<file path="src/hdl/dltq_pkg.sv">
// ----------------------------------------------------------------------------
// dltq_pkg
// Types and codes shared by the delta-list timer queue modules.
// ----------------------------------------------------------------------------
package dltq_pkg;

    // Item operation codes
    localparam logic [1:0] OP_TICK    = 2'd0;
    localparam logic [1:0] OP_START   = 2'd1;
    localparam logic [1:0] OP_RESTART = 2'd2;
    localparam logic [1:0] OP_STOP    = 2'd3;

    typedef struct packed {
        logic [1:0]  operation;
        logic [3:0]  timer_id;
        logic [15:0] timeout;
        logic        periodic;
    } item_t;

    typedef struct packed {
        logic        expired_valid;
        logic [3:0]  expired_id;
        logic [31:0] elapsed_ticks;
        logic        last;
    } result_t;

    // Datapath commands
    typedef enum logic [3:0] {
        DP_NONE        = 4'd0,
        DP_LATCH       = 4'd1,
        DP_HEAD_DEC    = 4'd2,
        DP_SEL_HEAD    = 4'd3,
        DP_RM0         = 4'd4,
        DP_RM1         = 4'd5,
        DP_RM2         = 4'd6,
        DP_SETUP       = 4'd7,
        DP_LOAD_RELOAD = 4'd8,
        DP_INS_INIT    = 4'd9,
        DP_INS_STEP    = 4'd10,
        DP_INS_LINK    = 4'd11,
        DP_INS_HEAD    = 4'd12,
        DP_EMIT        = 4'd13
    } dp_op_t;

    typedef struct packed {
        dp_op_t op;
        logic   last;
    } dp_cmd_t;

    typedef struct packed {
        logic [1:0] op_code;
        logic       tgt_valid;
        logic       tgt_active;
        logic       tgt_periodic;
        logic       head_expired;
        logic       walk_more;
        logic       pend;
        logic       out_free;
    } dp_status_t;

endpackage

</file>
<file path="src/hdl/dltq_ctrl.sv">
// ----------------------------------------------------------------------------
// dltq_ctrl
// Sequencer for remove, insert and expiry steps of the timer queue.
// ----------------------------------------------------------------------------
module dltq_ctrl (
    input  logic                 clk,
    input  logic                 rst_n,
    input  logic                 item_valid,
    output logic                 item_stall,
    input  dltq_pkg::dp_status_t status,
    output dltq_pkg::dp_cmd_t    cmd
);

    typedef enum logic [14:0] {
        S_IDLE     = 15'b000000000000001,
        S_DECODE   = 15'b000000000000010,
        S_TICK_DEC = 15'b000000000000100,
        S_CHECK    = 15'b000000000001000,
        S_EMIT_MID = 15'b000000000010000,
        S_RM0      = 15'b000000000100000,
        S_RM1      = 15'b000000001000000,
        S_RM2      = 15'b000000010000000,
        S_SETUP    = 15'b000000100000000,
        S_LOADR    = 15'b000001000000000,
        S_INS_INIT = 15'b000010000000000,
        S_INS_STEP = 15'b000100000000000,
        S_INS_LINK = 15'b001000000000000,
        S_INS_HEAD = 15'b010000000000000,
        S_FINAL    = 15'b100000000000000
    } state_t;

    state_t state_reg;
    state_t state_next;
    logic   is_tick;

    assign is_tick = (status.op_code == dltq_pkg::OP_TICK);

    always_comb
    begin
        state_next = state_reg;
        cmd.op     = dltq_pkg::DP_NONE;
        cmd.last   = 1'b0;
        item_stall = 1'b1;
        unique case (state_reg)
            S_IDLE:
            begin
                item_stall = 1'b0;
                if (item_valid)
                begin
                    cmd.op     = dltq_pkg::DP_LATCH;
                    state_next = S_DECODE;
                end
            end
            S_DECODE:
                if (is_tick)
                    state_next = S_TICK_DEC;
                else if (!status.tgt_valid)
                    state_next = S_FINAL;
                else if (status.tgt_active)
                    state_next = S_RM0;
                else if (status.op_code == dltq_pkg::OP_START)
                    state_next = S_SETUP;
                else if (status.op_code == dltq_pkg::OP_RESTART)
                    state_next = S_LOADR;
                else
                    state_next = S_FINAL;
            S_TICK_DEC:
            begin
                cmd.op     = dltq_pkg::DP_HEAD_DEC;
                state_next = S_CHECK;
            end
            S_CHECK:
                if (!status.head_expired)
                    state_next = S_FINAL;
                else if (status.pend)
                    state_next = S_EMIT_MID;
                else
                begin
                    cmd.op     = dltq_pkg::DP_SEL_HEAD;
                    state_next = S_RM0;
                end
            S_EMIT_MID:
                if (status.out_free)
                begin
                    cmd.op     = dltq_pkg::DP_EMIT;
                    state_next = S_CHECK;
                end
            S_RM0:
            begin
                cmd.op     = dltq_pkg::DP_RM0;
                state_next = S_RM1;
            end
            S_RM1:
            begin
                cmd.op     = dltq_pkg::DP_RM1;
                state_next = S_RM2;
            end
            S_RM2:
            begin
                cmd.op = dltq_pkg::DP_RM2;
                if (is_tick)
                    state_next = status.tgt_periodic ? S_LOADR : S_CHECK;
                else if (status.op_code == dltq_pkg::OP_START)
                    state_next = S_SETUP;
                else if (status.op_code == dltq_pkg::OP_RESTART)
                    state_next = S_LOADR;
                else
                    state_next = S_FINAL;
            end
            S_SETUP:
            begin
                cmd.op     = dltq_pkg::DP_SETUP;
                state_next = S_INS_INIT;
            end
            S_LOADR:
            begin
                cmd.op     = dltq_pkg::DP_LOAD_RELOAD;
                state_next = S_INS_INIT;
            end
            S_INS_INIT:
            begin
                cmd.op     = dltq_pkg::DP_INS_INIT;
                state_next = S_INS_STEP;
            end
            S_INS_STEP:
            begin
                cmd.op = dltq_pkg::DP_INS_STEP;
                if (!status.walk_more)
                    state_next = S_INS_LINK;
            end
            S_INS_LINK:
            begin
                cmd.op     = dltq_pkg::DP_INS_LINK;
                state_next = S_INS_HEAD;
            end
            S_INS_HEAD:
            begin
                cmd.op     = dltq_pkg::DP_INS_HEAD;
                state_next = is_tick ? S_CHECK : S_FINAL;
            end
            S_FINAL:
                if (status.out_free)
                begin
                    cmd.op     = dltq_pkg::DP_EMIT;
                    cmd.last   = 1'b1;
                    state_next = S_IDLE;
                end
            default:
                state_next = S_IDLE;
        endcase
    end

    always_ff @(posedge clk or negedge rst_n)
    begin
        if (!rst_n)
            state_reg <= S_IDLE;
        else
            state_reg <= state_next;
    end

endmodule
</file>
<file path="config.mk">
export PLATFORM = sky130hd
export DESIGN_NAME = dltq_ctrl
export DESIGN_NICKNAME = d
export VERILOG_FILES = /design/src/hdl/dltq_pkg.sv /design/src/hdl/dltq_ctrl.sv
export SDC_FILE = /design/constraint.sdc
export NUM_CORES = 1
export LEC_CHECK = 0
export BUFFER_PORTS_ARGS = -buffer_cell sky130_fd_sc_hd__buf_4
export CAP_MARGIN = 20
export CORE_MARGIN = 2
export CORE_UTILIZATION = 39
export CTS_BUF_LIST = sky130_fd_sc_hd__clkbuf_4 sky130_fd_sc_hd__clkbuf_8
export CTS_CLUSTER_DIAMETER = 40
export DETAILED_ROUTE_END_ITERATION = 8
export HOLD_SLACK_MARGIN = 0.15
export PLACE_DENSITY_LB_ADDON = 0.08
export SLEW_MARGIN = 20
export SYNTH_ARGS = -nofsm -noshare
export SYNTH_HDL_FRONTEND = slang
export SYNTH_SLANG_ARGS = --single-unit
</file>
<file path="constraint.sdc">
create_clock -name clk -period 4.12 [get_ports clk]
set_input_delay 0 -clock clk [delete_from_list [all_inputs] [get_ports clk]]
set_output_delay 0 -clock clk [all_outputs]
set_load 0.05 [all_outputs]
</file>
==> impl_metrics.csv <==
group,metric,value,unit
hold_path,hp-class,"input pin to async pin",
global_routing,grt_pass1_vias,1012,
cts,cts_tree,"built",
drt,drt_iter0_drc,43,
floorplan,core,2690,um2
critical_path,worst_ep_arrival_time,3.55,ns
critical_path,setup.worst_path.start_class,"flop",
cts,cts_max_path_buffers,2,
sta,finalClockSkew,0.00387,ns
sta,worstMarginPinSlew,0.689,ns
synth,synth_cell_type_count,45,
floorplan,rows,19,
cells_and_area,largest_reg_flops,15,
sta,finalHoldViolCount,0,
synth,async_flop_share,100,%
placement,dp_cells,167,
critical_path,crit_fanout,7,
placement,dpl.hpwl,2.23,mm
synth,synth_area,1070,um2
sta,max_slew_margin,53.9,%
cells_and_area,layout_commonest_cell,"buf_4",
cells_and_area,areaGrowthSynthToFinish,32.8,%
cts,cts-root-buf,"clkbuf_4",
synth,synth_edf_count,0,
drt,drcViolationCount,0,
cts,clk_latency,0.29,ns
critical_path,required,4.35,ns
floorplan,die_w,56.5,um
global_routing,grtUsageTotal,20.3,%
floorplan,fp.dieArea,3190,um2
power_and_ir_drop,p_per_area,387,nW/um2
sta,fin_crit_sh,80.8,%
sta,fmax,0.301,GHz
synth,synthCells,120,
drt,wl,2.88,mm
cts,cts_buffers,3,
floorplan,die_h,56.5,um
status,status,"finished, final reports clean",
cells_and_area,fin_nets,173,
drt,antenna_left,0,
synth,avgSynthCellArea,8.95,um2
floorplan,initial_utilization,40.0,%
synth,yosysWarnings,0,
cells_and_area,most-common-layout-cells,"17 x buf_4, 16 x dlygate4sd3_1, 14 x dfrtp_1",
synth,ys_ff_latch,15,
cells_and_area,nFillCells,262,
cts,cts_resized,0,
drt,vias,1065,
sta,min_period,3.33,ns
placement,place_congestion,0.900,
synth,synth_ff_type,"dfrtp_1",
sta,finalSetupTns,0,ns
global_routing,grt_max_degree,15,
synth,syn-num-nets,136,
placement,io_buffers,17,
synth,synth-seq-area-share,35.1,%
cells_and_area,drive_gt1_share,19.2,%
global_routing,grt_pass1_wl,4.89,mm
drt,drt-pass1-iter-count,4,
drt,via_per_inst,5.70,
cts,cts.clk_slew.worst_paths,0.09,ns
sta,rsz0062_at_grt,"false",
global_routing,antenna_found_initial,0,
power_and_ir_drop,power_leakage,0.650,nW
global_routing,overflow,0,
floorplan,top_level_ports,18,
cells_and_area,antenna-diode-count,0,
critical_path,worst_setup_path_end_kind,"flop",
flow_run,timing.max_cap.violations,0,
drt,routedWlPerCell,15.4,um
critical_path,critPathKind,"flop to flop",
cts,htreeDepth,1,
power_and_ir_drop,peakVddDrop,229,uV
cts,postCtsSetupRepairBufs,0,
cells_and_area,finalNonFillerCells,187,
sta,slew_viol_final,0,
cts,holdBufCountCts,16,
cts,clkSinkCount,15,
sta,setup_violations,0,
## per-layer routing
metal / up-vias / share of wire (%) / GRT usage, %
met1: 484 / 44 / 27.4
met3: 7 / 7.4 / 3.00
met4: 0 / 2.4 / 10.2
met5: - / 0 / 0
li1: 521 / - / -
met2: 53 / 46 / 31.6
## through the flow
stage	hold WS (ns)	utilization, %	instance area, um2	power, W	setup slack, ns
after CTS	0.165	53.1	1430	0.000553	0.870
after global routing	0.172	53.1	1430	0.000587	0.647
after global placement	-0.131	46.0	1230	0.000447	1.85
final	0.172	53.1	1430	0.000551	0.792
after detailed placement	-0.129	46.0	1230	0.000445	1.85
after floorplan	-0.296	-	1070	0.000371	1.99
## worst max-delay path: stages (launching register included)
cell	delay, ns
dfrtp_1	0.45
nor4_1	0.57
nand4_1	0.27
or4b_1	0.63
clkinv_1	0.09
a21oi_1	0.06
dlygate4sd3_1	0.55
o21ai_1	0.07
dlygate4sd3_1	0.57
## power by group
part | total [W] | switching, W | internal [W]
clock | 0.0000929 | 0.0000486 | 0.0000443
combinational | 0.000268 | 0.000162 | 0.000106
sequential | 0.000190 | 0.0000266 | 0.000164
## layout make-up
class	count	area, um2	share of cell area [%]
clock buffer	4	30.0	2.11
sequential	15	377	26.4
timing repair buffer	33	288	20.2
inverter	10	37.5	2.63
multi-input combinational	94	654	45.9
tap	31	38.8	2.72
## worst paths after layout
path / from / endpoint / slack, ns / cells past startpoint
worst max-delay path: state_reg[9] / state_reg[14] / 0.79 / 8
worst min-delay path: rst_n / state_reg[0] / 0.17 / 2
worst min register to register: state_reg[6] / state_reg[6] / 0.58 / 1
min in group clk: status[7] / state_reg[2] / 0.30 / 4
worst max register to register: state_reg[9] / state_reg[14] / 0.79 / 8
max in group asynchronous: rst_n / state_reg[14] / 2.85 / 3
## synth_stat cells (3+ instances only)
master | n | area share, %
xnor2_1 | 3 | 2.4
o22ai_1 | 3 | 1.7
dfrtp_1 | 14 | 33
nor2b_1 | 3 | 1.7
inv_1 | 9 | 3.1
nand2_1 | 3 | 1.0
o21ai_1 | 3 | 1.4
nand4_1 | 5 | 2.9
o21ai_0 | 6 | 2.8
or3_1 | 3 | 1.7
nor4b_1 | 4 | 3.3
nand3_1 | 3 | 1.4
ha_1 | 4 | 4.7
nor2_1 | 12 | 4.2
and2_1 | 3 | 1.7
nor3_1 | 5 | 2.3
a21oi_1 | 5 | 2.3
## kinds of logic (layout without fill, tap and decap cells)
family                   Yosys count  after routing  share of synthesized area, %
buffers and inverters             11             47                          3.96
XOR/XNOR                           5              5                          4.08
AND/OR/NAND/NOR                   60             60                          36.7
adder cells (fa/ha/maj)            4              4                          4.66
AO/OA/AOI/OAI                     24             24                          14.6
multiplexers                       1              1                         0.932
flip-flops                        15             15                          35.1
Note: power is estimated with default switching activity, not from simulation.
