## src/hdl/dltq_pkg.sv

```systemverilog
// ----------------------------------------------------------------------------
// dltq_pkg
// Types and codes shared by the delta-list timer queue modules.
// ----------------------------------------------------------------------------
package dltq_pkg;

    // Item operation codes
    localparam logic [1:0] OP_TICK    = 2'd0;
    localparam logic [1:0] OP_START   = 2'd1;
    localparam logic [1:0] OP_RESTART = 2'd2;
    localparam logic [1:0] OP_STOP    = 2'd3;

    typedef struct packed {
        logic [1:0]  operation;
        logic [3:0]  timer_id;
        logic [15:0] timeout;
        logic        periodic;
    } item_t;

    typedef struct packed {
        logic        expired_valid;
        logic [3:0]  expired_id;
        logic [31:0] elapsed_ticks;
        logic        last;
    } result_t;

    // Datapath commands
    typedef enum logic [3:0] {
        DP_NONE        = 4'd0,
        DP_LATCH       = 4'd1,
        DP_HEAD_DEC    = 4'd2,
        DP_SEL_HEAD    = 4'd3,
        DP_RM0         = 4'd4,
        DP_RM1         = 4'd5,
        DP_RM2         = 4'd6,
        DP_SETUP       = 4'd7,
        DP_LOAD_RELOAD = 4'd8,
        DP_INS_INIT    = 4'd9,
        DP_INS_STEP    = 4'd10,
        DP_INS_LINK    = 4'd11,
        DP_INS_HEAD    = 4'd12,
        DP_EMIT        = 4'd13
    } dp_op_t;

    typedef struct packed {
        dp_op_t op;
        logic   last;
    } dp_cmd_t;

    typedef struct packed {
        logic [1:0] op_code;
        logic       tgt_valid;
        logic       tgt_active;
        logic       tgt_periodic;
        logic       head_expired;
        logic       walk_more;
        logic       pend;
        logic       out_free;
    } dp_status_t;

endpackage

```

## src/hdl/dltq_datapath.sv

```systemverilog
// ----------------------------------------------------------------------------
// dltq_datapath
// Timer tables, delta list links, tick counter and result register.
// ----------------------------------------------------------------------------
module dltq_datapath #(
    parameter int NUM_TIMERS  = 16,
    parameter int COUNT_WIDTH = 16
) (
    input  logic                 clk,
    input  logic                 rst_n,
    input  dltq_pkg::item_t      item,
    input  dltq_pkg::dp_cmd_t    cmd,
    output dltq_pkg::dp_status_t status,
    output logic                 result_valid,
    input  logic                 result_stall,
    output dltq_pkg::result_t    result
);

    localparam int AW = (NUM_TIMERS > 1) ? $clog2(NUM_TIMERS) : 1;
    localparam int LW = $clog2(NUM_TIMERS + 1);
    localparam int CW = COUNT_WIDTH;
    localparam logic [LW-1:0] NULL_LINK = LW'(NUM_TIMERS);

    logic [CW-1:0] delta_reg  [NUM_TIMERS];
    logic [LW-1:0] next_reg   [NUM_TIMERS];
    logic [LW-1:0] prev_reg   [NUM_TIMERS];
    logic [CW-1:0] reload_reg [NUM_TIMERS];
    logic          active_reg [NUM_TIMERS];
    logic          per_reg    [NUM_TIMERS];

    logic [LW-1:0] head_reg;
    logic [31:0]   tick_reg;
    logic [1:0]    op_reg;
    logic [LW-1:0] tgt_reg;
    logic [15:0]   tout_reg;
    logic          mode_reg;
    logic [LW-1:0] n_reg;
    logic [LW-1:0] p_reg;
    logic [CW-1:0] d_reg;
    logic [LW-1:0] cur_reg;
    logic [LW-1:0] before_reg;
    logic [CW-1:0] ticks_reg;
    logic          tgt_per_reg;
    logic          pend_reg;
    logic [LW-1:0] pend_id_reg;
    logic          out_valid_reg;
    dltq_pkg::result_t out_reg;

    logic [LW-1:0] rd_addr;
    logic [AW-1:0] rd_idx;
    logic          rd_valid;
    logic [CW-1:0] rd_delta;
    logic [LW-1:0] rd_next;
    logic [LW-1:0] rd_prev;
    logic [CW-1:0] rd_reload;
    logic          rd_per;
    logic [AW-1:0] tgt_idx;
    logic [AW-1:0] before_idx;
    logic          tgt_valid;
    logic          before_valid;
    logic          walk_more;
    logic          out_free;
    logic          id_ok;

    function automatic logic [CW-1:0] fix_tout(input logic [15:0] t);
        logic [32:0] wide;
        logic [32:0] lim;
        wide = 33'(t);
        lim  = (33'(1) << CW) - 33'(1);
        if (wide > lim)
            wide = lim;
        if (wide == 33'(0))
            wide = 33'(1);
        return wide[CW-1:0];
    endfunction

    function automatic logic [CW-1:0] fix_count(input logic [CW-1:0] t);
        return (t == '0) ? CW'(1) : t;
    endfunction

    // Single read port, address chosen by command
    always_comb
    begin
        case (cmd.op) inside
            dltq_pkg::DP_RM1:      rd_addr = n_reg;
            dltq_pkg::DP_RM2:      rd_addr = p_reg;
            dltq_pkg::DP_INS_STEP: rd_addr = cur_reg;
            dltq_pkg::DP_NONE,
            dltq_pkg::DP_HEAD_DEC,
            dltq_pkg::DP_SEL_HEAD: rd_addr = head_reg;
            default:               rd_addr = tgt_reg;
        endcase
    end

    assign rd_idx       = rd_addr[AW-1:0];
    assign rd_valid     = (rd_addr < NULL_LINK);
    assign rd_delta     = rd_valid ? delta_reg[rd_idx]  : '0;
    assign rd_next      = rd_valid ? next_reg[rd_idx]   : NULL_LINK;
    assign rd_prev      = rd_valid ? prev_reg[rd_idx]   : NULL_LINK;
    assign rd_reload    = rd_valid ? reload_reg[rd_idx] : '0;
    assign rd_per       = rd_valid ? per_reg[rd_idx]    : 1'b0;
    assign tgt_idx      = tgt_reg[AW-1:0];
    assign tgt_valid    = (tgt_reg < NULL_LINK);
    assign before_idx   = before_reg[AW-1:0];
    assign before_valid = (before_reg < NULL_LINK);
    assign walk_more    = rd_valid && (rd_delta <= ticks_reg);
    assign out_free     = !out_valid_reg || !result_stall;
    assign id_ok        = (32'(item.timer_id) < 32'(NUM_TIMERS));

    always_comb
    begin
        status.op_code      = op_reg;
        status.tgt_valid    = tgt_valid;
        status.tgt_active   = tgt_valid ? active_reg[tgt_idx] : 1'b0;
        status.tgt_periodic = tgt_per_reg;
        status.head_expired = rd_valid && (rd_delta == '0);
        status.walk_more    = walk_more;
        status.pend         = pend_reg;
        status.out_free     = out_free;
    end

    // Tables and links
    always_ff @(posedge clk or negedge rst_n)
    begin
        if (!rst_n)
        begin
            for (int i = 0; i < NUM_TIMERS; i++)
            begin
                delta_reg[i]  <= '0;
                next_reg[i]   <= NULL_LINK;
                prev_reg[i]   <= NULL_LINK;
                reload_reg[i] <= '0;
                active_reg[i] <= 1'b0;
                per_reg[i]    <= 1'b0;
            end
            head_reg <= NULL_LINK;
        end
        else
        begin
            case (cmd.op)
                dltq_pkg::DP_HEAD_DEC:
                    if (rd_valid && rd_delta != '0)
                        delta_reg[rd_idx] <= rd_delta - CW'(1);
                dltq_pkg::DP_RM0:
                    if (rd_valid)
                    begin
                        active_reg[rd_idx] <= 1'b0;
                        next_reg[rd_idx]   <= NULL_LINK;
                        prev_reg[rd_idx]   <= NULL_LINK;
                    end
                dltq_pkg::DP_RM1:
                    if (rd_valid)
                    begin
                        delta_reg[rd_idx] <= rd_delta + d_reg;
                        prev_reg[rd_idx]  <= p_reg;
                    end
                dltq_pkg::DP_RM2:
                    if (rd_valid)
                        next_reg[rd_idx] <= n_reg;
                    else
                        head_reg <= n_reg;
                dltq_pkg::DP_SETUP:
                    if (rd_valid)
                    begin
                        reload_reg[rd_idx] <= fix_tout(tout_reg);
                        per_reg[rd_idx]    <= mode_reg;
                    end
                dltq_pkg::DP_INS_STEP:
                    if (rd_valid && !walk_more)
                    begin
                        delta_reg[rd_idx] <= rd_delta - ticks_reg;
                        prev_reg[rd_idx]  <= tgt_reg;
                    end
                dltq_pkg::DP_INS_LINK:
                    if (rd_valid)
                    begin
                        delta_reg[rd_idx]  <= ticks_reg;
                        prev_reg[rd_idx]   <= before_reg;
                        next_reg[rd_idx]   <= cur_reg;
                        active_reg[rd_idx] <= 1'b1;
                    end
                dltq_pkg::DP_INS_HEAD:
                    if (before_valid)
                        next_reg[before_idx] <= tgt_reg;
                    else
                        head_reg <= tgt_reg;
                default:
                    ;
            endcase
        end
    end

    // Working registers
    always_ff @(posedge clk or negedge rst_n)
    begin
        if (!rst_n)
        begin
            tick_reg <= '0;
            pend_reg <= 1'b0;
        end
        else
        begin
            case (cmd.op)
                dltq_pkg::DP_LATCH:
                begin
                    if (item.operation == dltq_pkg::OP_TICK)
                        tick_reg <= tick_reg + 32'd1;
                    pend_reg <= 1'b0;
                end
                dltq_pkg::DP_SEL_HEAD: pend_reg <= 1'b1;
                dltq_pkg::DP_EMIT:     pend_reg <= 1'b0;
                default:               ;
            endcase
        end
    end

    always_ff @(posedge clk)
    begin
        case (cmd.op)
            dltq_pkg::DP_LATCH:
            begin
                op_reg   <= item.operation;
                tgt_reg  <= id_ok ? LW'(item.timer_id) : NULL_LINK;
                tout_reg <= item.timeout;
                mode_reg <= item.periodic;
            end
            dltq_pkg::DP_SEL_HEAD:
            begin
                tgt_reg     <= head_reg;
                pend_id_reg <= head_reg;
            end
            dltq_pkg::DP_RM0:
            begin
                n_reg       <= rd_next;
                p_reg       <= rd_prev;
                d_reg       <= rd_delta;
                tgt_per_reg <= rd_per;
            end
            dltq_pkg::DP_SETUP:       ticks_reg <= fix_tout(tout_reg);
            dltq_pkg::DP_LOAD_RELOAD: ticks_reg <= fix_count(rd_reload);
            dltq_pkg::DP_INS_INIT:
            begin
                cur_reg    <= head_reg;
                before_reg <= NULL_LINK;
            end
            dltq_pkg::DP_INS_STEP:
                if (walk_more)
                begin
                    ticks_reg  <= ticks_reg - rd_delta;
                    before_reg <= cur_reg;
                    cur_reg    <= rd_next;
                end
            default:
                ;
        endcase
    end

    // Result register
    always_ff @(posedge clk or negedge rst_n)
    begin
        if (!rst_n)
            out_valid_reg <= 1'b0;
        else if (cmd.op == dltq_pkg::DP_EMIT)
            out_valid_reg <= 1'b1;
        else if (!result_stall)
            out_valid_reg <= 1'b0;
    end

    always_ff @(posedge clk)
    begin
        if (cmd.op == dltq_pkg::DP_EMIT)
        begin
            out_reg.expired_valid <= pend_reg;
            out_reg.expired_id    <= pend_reg ? 4'(pend_id_reg) : 4'd0;
            out_reg.elapsed_ticks <= tick_reg;
            out_reg.last          <= cmd.last;
        end
    end

    assign result_valid = out_valid_reg;
    assign result       = out_reg;

endmodule

```

## config.mk

```make
export PLATFORM = sky130hd
export DESIGN_NAME = dltq_datapath
export DESIGN_NICKNAME = d
export VERILOG_FILES = /design/src/hdl/dltq_pkg.sv /design/src/hdl/dltq_datapath.sv
export SDC_FILE = /design/constraint.sdc
export NUM_CORES = 2
export LEC_CHECK = 0
export BUFFER_PORTS_ARGS = -buffer_cell sky130_fd_sc_hd__buf_2
export CELL_PAD_IN_SITES_DETAIL_PLACEMENT = 0
export CELL_PAD_IN_SITES_GLOBAL_PLACEMENT = 1
export CORE_ASPECT_RATIO = 1.1
export CORE_UTILIZATION = 49
export CTS_CLUSTER_SIZE = 12
export DETAILED_ROUTE_END_ITERATION = 10
export PLACE_DENSITY_LB_ADDON = 0.1
export SLEW_MARGIN = 40
export SYNTH_ARGS = -nofsm -noshare
export SYNTH_HDL_FRONTEND = slang
export SYNTH_SLANG_ARGS = --single-unit
export TNS_END_PERCENT = 100
```

## constraint.sdc

```tcl
create_clock -name clk -period 7.8 [get_ports clk]
set_input_delay 0.78 -clock clk [delete_from_list [all_inputs] [get_ports clk]]
set_output_delay 0.78 -clock clk [all_outputs]
set_load 0.01 [all_outputs]
```

==> summary.txt <==
Die
  • Row cnt: approximately 120
  • Core ar.: just over 0.09 mm²
  • IO Count: 79
  • Initial core utilization: 0.497
  • Die width: about 290 µm
  • Chip Height: about 320 µm
  • Die area: 0.0942 mm²

Placed design
  • Placed cells: ~5700
  • Routability cong.: slightly above 0.9
  • Hpwl dp: ~99000 µm
  • Port-buffer cells: a little under 80
  • Placement Cell Area: approximately 0.048 mm²

GRT
  • Grt ovf: 0
  • First-pass GRT wire length: about 240000 µm
  • Vias in the first global route: about 36000
  • Tot GR Track Use: 0.331
  • Initial antenna violation count: 2
  • Largest net degree at the start of global routing: between 150 and 200

Clock network
  • Setup Fix Bufs, Post-CTS: 0
  • Clock Sinks: approximately 860
  • Clk root buf: clkbuf_16
  • Max clock buf depth: 3
  • CTS buffer count: 97
  • PostCTS Resize Cnt: 0
  • H-tree level count: 3
  • Clock Latency Late Sink: just under 0.7 ns
  • Post-CTS Hold Buffers: 0
  • Reg clk slew, reported paths: roughly 0.060 ns
  • CTS tree: done

Timing
  • Setup Skew: 0.0283 ns
  • Peak Freq: approximately 0.14 GHz
  • Setup_tns: 0 ns
  • Pins Over Slew Limit: 0
  • Relative slew slack: 0.377
  • Period utilization: 0.904
  • Slew @ Worst Pin: 0.929 ns
  • Min cycle time layout: just over 7 ns
  • Endpoints failing hold: 0
  • Final setup fails: 0
  • RSZ-0062 raised after global routing: no

Power
  • Sequential Power Share: 0.422
  • P_int: just under 10000 µW
  • Static leakage: 0.0225 µW
  • Clock Power Share: 0.328
  • Power Density: between 200 and 300 mW/mm²
  • NetSw: about 4600 µW
  • Logic pwr share: 0.250
  • Switching share of total power: 0.322
  • Max VDD drop: between 0.15 and 0.2 mV

Yosys
  • Async S/R FF share, synth: 0.862
  • Leading area contributor after synthesis: dfrtp_1
  • Cell with the most instances after synthesis: dfrtp_1
  • Register area share after synthesis: 0.487
  • Post-synth top cells: dfrtp_1, nand2_1, mux2_2
  • Post-synth top area share: 0.390
  • Top post-synthesis cells by area: dfrtp_1, mux2_2, edfxtp_1
  • Warnings from Yosys: 0
  • Seq cells post-synth: ~860
  • Post-synth EDFFs: between 100 and 150
  • Syn_area_per_cell: ~10 µm²
  • Prevailing post-synth register cell: dfrtp_1
  • Synthesized net count: 4619
  • Distinct cells, synth: 93
  • Post-Synthesis Cells: around 4500
  • Mapped Area: approximately 0.046 mm²

Detailed routing
  • ANT nets after route: 0
  • DR pass1 iterations: 6
  • Drc violations: 0
  • Routed via count: 37329
  • Wire per inst: 26.5 µm
  • Vias per Instance: ~6.3
  • Routed Wire Length: ~160000 µm
  • Initial DRC Count: 3917

Run
  • Max cap viols: 0

Layout
  • Share of cells above drive strength 1: 0.211
  • Fin nets: around 4600
  • Sequential cell area: 0.0222 mm²
  • Multi-input gate area: 0.0217 mm²
  • Post-layout util: 0.561
  • Filler-free cell count of the finished design: about 5900
  • Fillcell total: around 8100
  • Post-Layout Inst Area: 0.0513 mm²
  • Area Growth Syn to Fin: 12.7%

Critical path
  • CP Capture Type: output pin
  • CP arrival: 6.27 ns
  • Maximum fanout along the worst path: 37
  • Crit Path Class: input pin to output pin
  • Crit start category: input pin
  • CP required: 7.02 ns

Hold path
  • Min-Delay Path Class: input pin to asynchronous set/reset pin

Outcome
  • Status: finished, final reports clean
[per-stage QoR]
stage | power [µW] | worst slack (ns) | hold WS, ns
after floorplan | 8270 | 1.40 | 0.440
final | 14300 | 0.750 | 0.0237
after global placement | 9540 | 0.0984 | 0.453
after CTS | 14300 | 0.817 | 0.0131
after detailed placement | 9610 | 0.155 | 0.455
after global routing | 14900 | 0.379 | 0.0549
[layer usage]
metal	vias to the layer above	track usage	part of all wire
li1	16529	-	-
met1	18857	0.463	0.43
met2	1623	0.525	0.46
met3	320	0.0485	0.076
met4	0	0.118	0.033
met5	-	0	0
[final cells by class]
type,count,area share
clock inverter,35,0.00726
inverter,100,0.00731
clock buffer,144,0.0559
timing repair buffer,300,0.0446
antenna,4,0.000195
sequential,862,0.432
tap,1239,0.0302
multi-input combinational,3196,0.422
[power by group through the flow]
stage / sequential, µW / combinational [µW] / clock, µW
final: 6040 / 3580 / 4690
after global placement: 6090 / 3450 / 0
after floorplan: 5900 / 2370 / 0
after CTS: 6020 / 3530 / 4750
after detailed placement: 6090 / 3520 / 0
after global routing: 6130 / 3880 / 4920
[final timing paths]
kind	start	to	slack, ns	cells past startpoint
worst max register to register	head_reg[1]	delta_reg[131]	0.84	26
worst min-delay path	rst_n	delta_reg[248]	0.02	1
worst min register to register	prev_reg[59]	prev_reg[59]	0.46	2
max in group asynchronous	rst_n	reload_reg[218]	6.17	4
worst max-delay path	cmd[3]	status[2]	0.75	25
min in group clk	item[3]	tout_reg[2]	0.28	1
[cells in the final DEF, fill, tap and decap left out, types with 107 or more instances in the layout]
| cell | n |
|---|---|
| buf_4 | 204 |
| mux2i_1 | 118 |
| edfxtp_1 | 119 |
| o21ai_0 | 322 |
| nor2_1 | 204 |
| mux2_2 | 390 |
| nand2_1 | 647 |
| o22ai_1 | 107 |
| a21oi_1 | 214 |
| nand3_1 | 240 |
| dfrtp_1 | 710 |
[critical path: stages]
cell and delay [ns]:
buf_2 0.19, buf_4 0.19, nor4bb_4 0.28, buf_4 0.21, a22oi_2 0.12, a21oi_4 0.23
buf_12 0.26, mux4_2 0.59, o21a_1 0.19, a211o_1 0.39, inv_1 0.15, ha_1 0.19
inv_1 0.06, fa_1 0.39, nand2_1 0.08, nand2_1 0.06, a21oi_1 0.28, o21a_1 0.17
o21ba_2 0.17, o21ai_0 0.09, a21oi_1 0.25, o21ai_0 0.18, a21oi_1 0.32, buf_4 0.26
buf_2 0.15
[kinds of logic (layout without fill, tap and decap cells)]
family                   Yosys count  after routing  share of synthesized area
flip-flops                       862            862                      0.487
AO/OA/AOI/OAI                   1134           1134                      0.163
XOR/XNOR                          86             86                     0.0165
multiplexers                     587            587                      0.145
adder cells (fa/ha/maj)           51             51                     0.0145
AND/OR/NAND/NOR                 1338           1338                      0.130
other                              0              4                          0
buffers and inverters            479            579                     0.0433
Power figures use the tool's default switching activity.
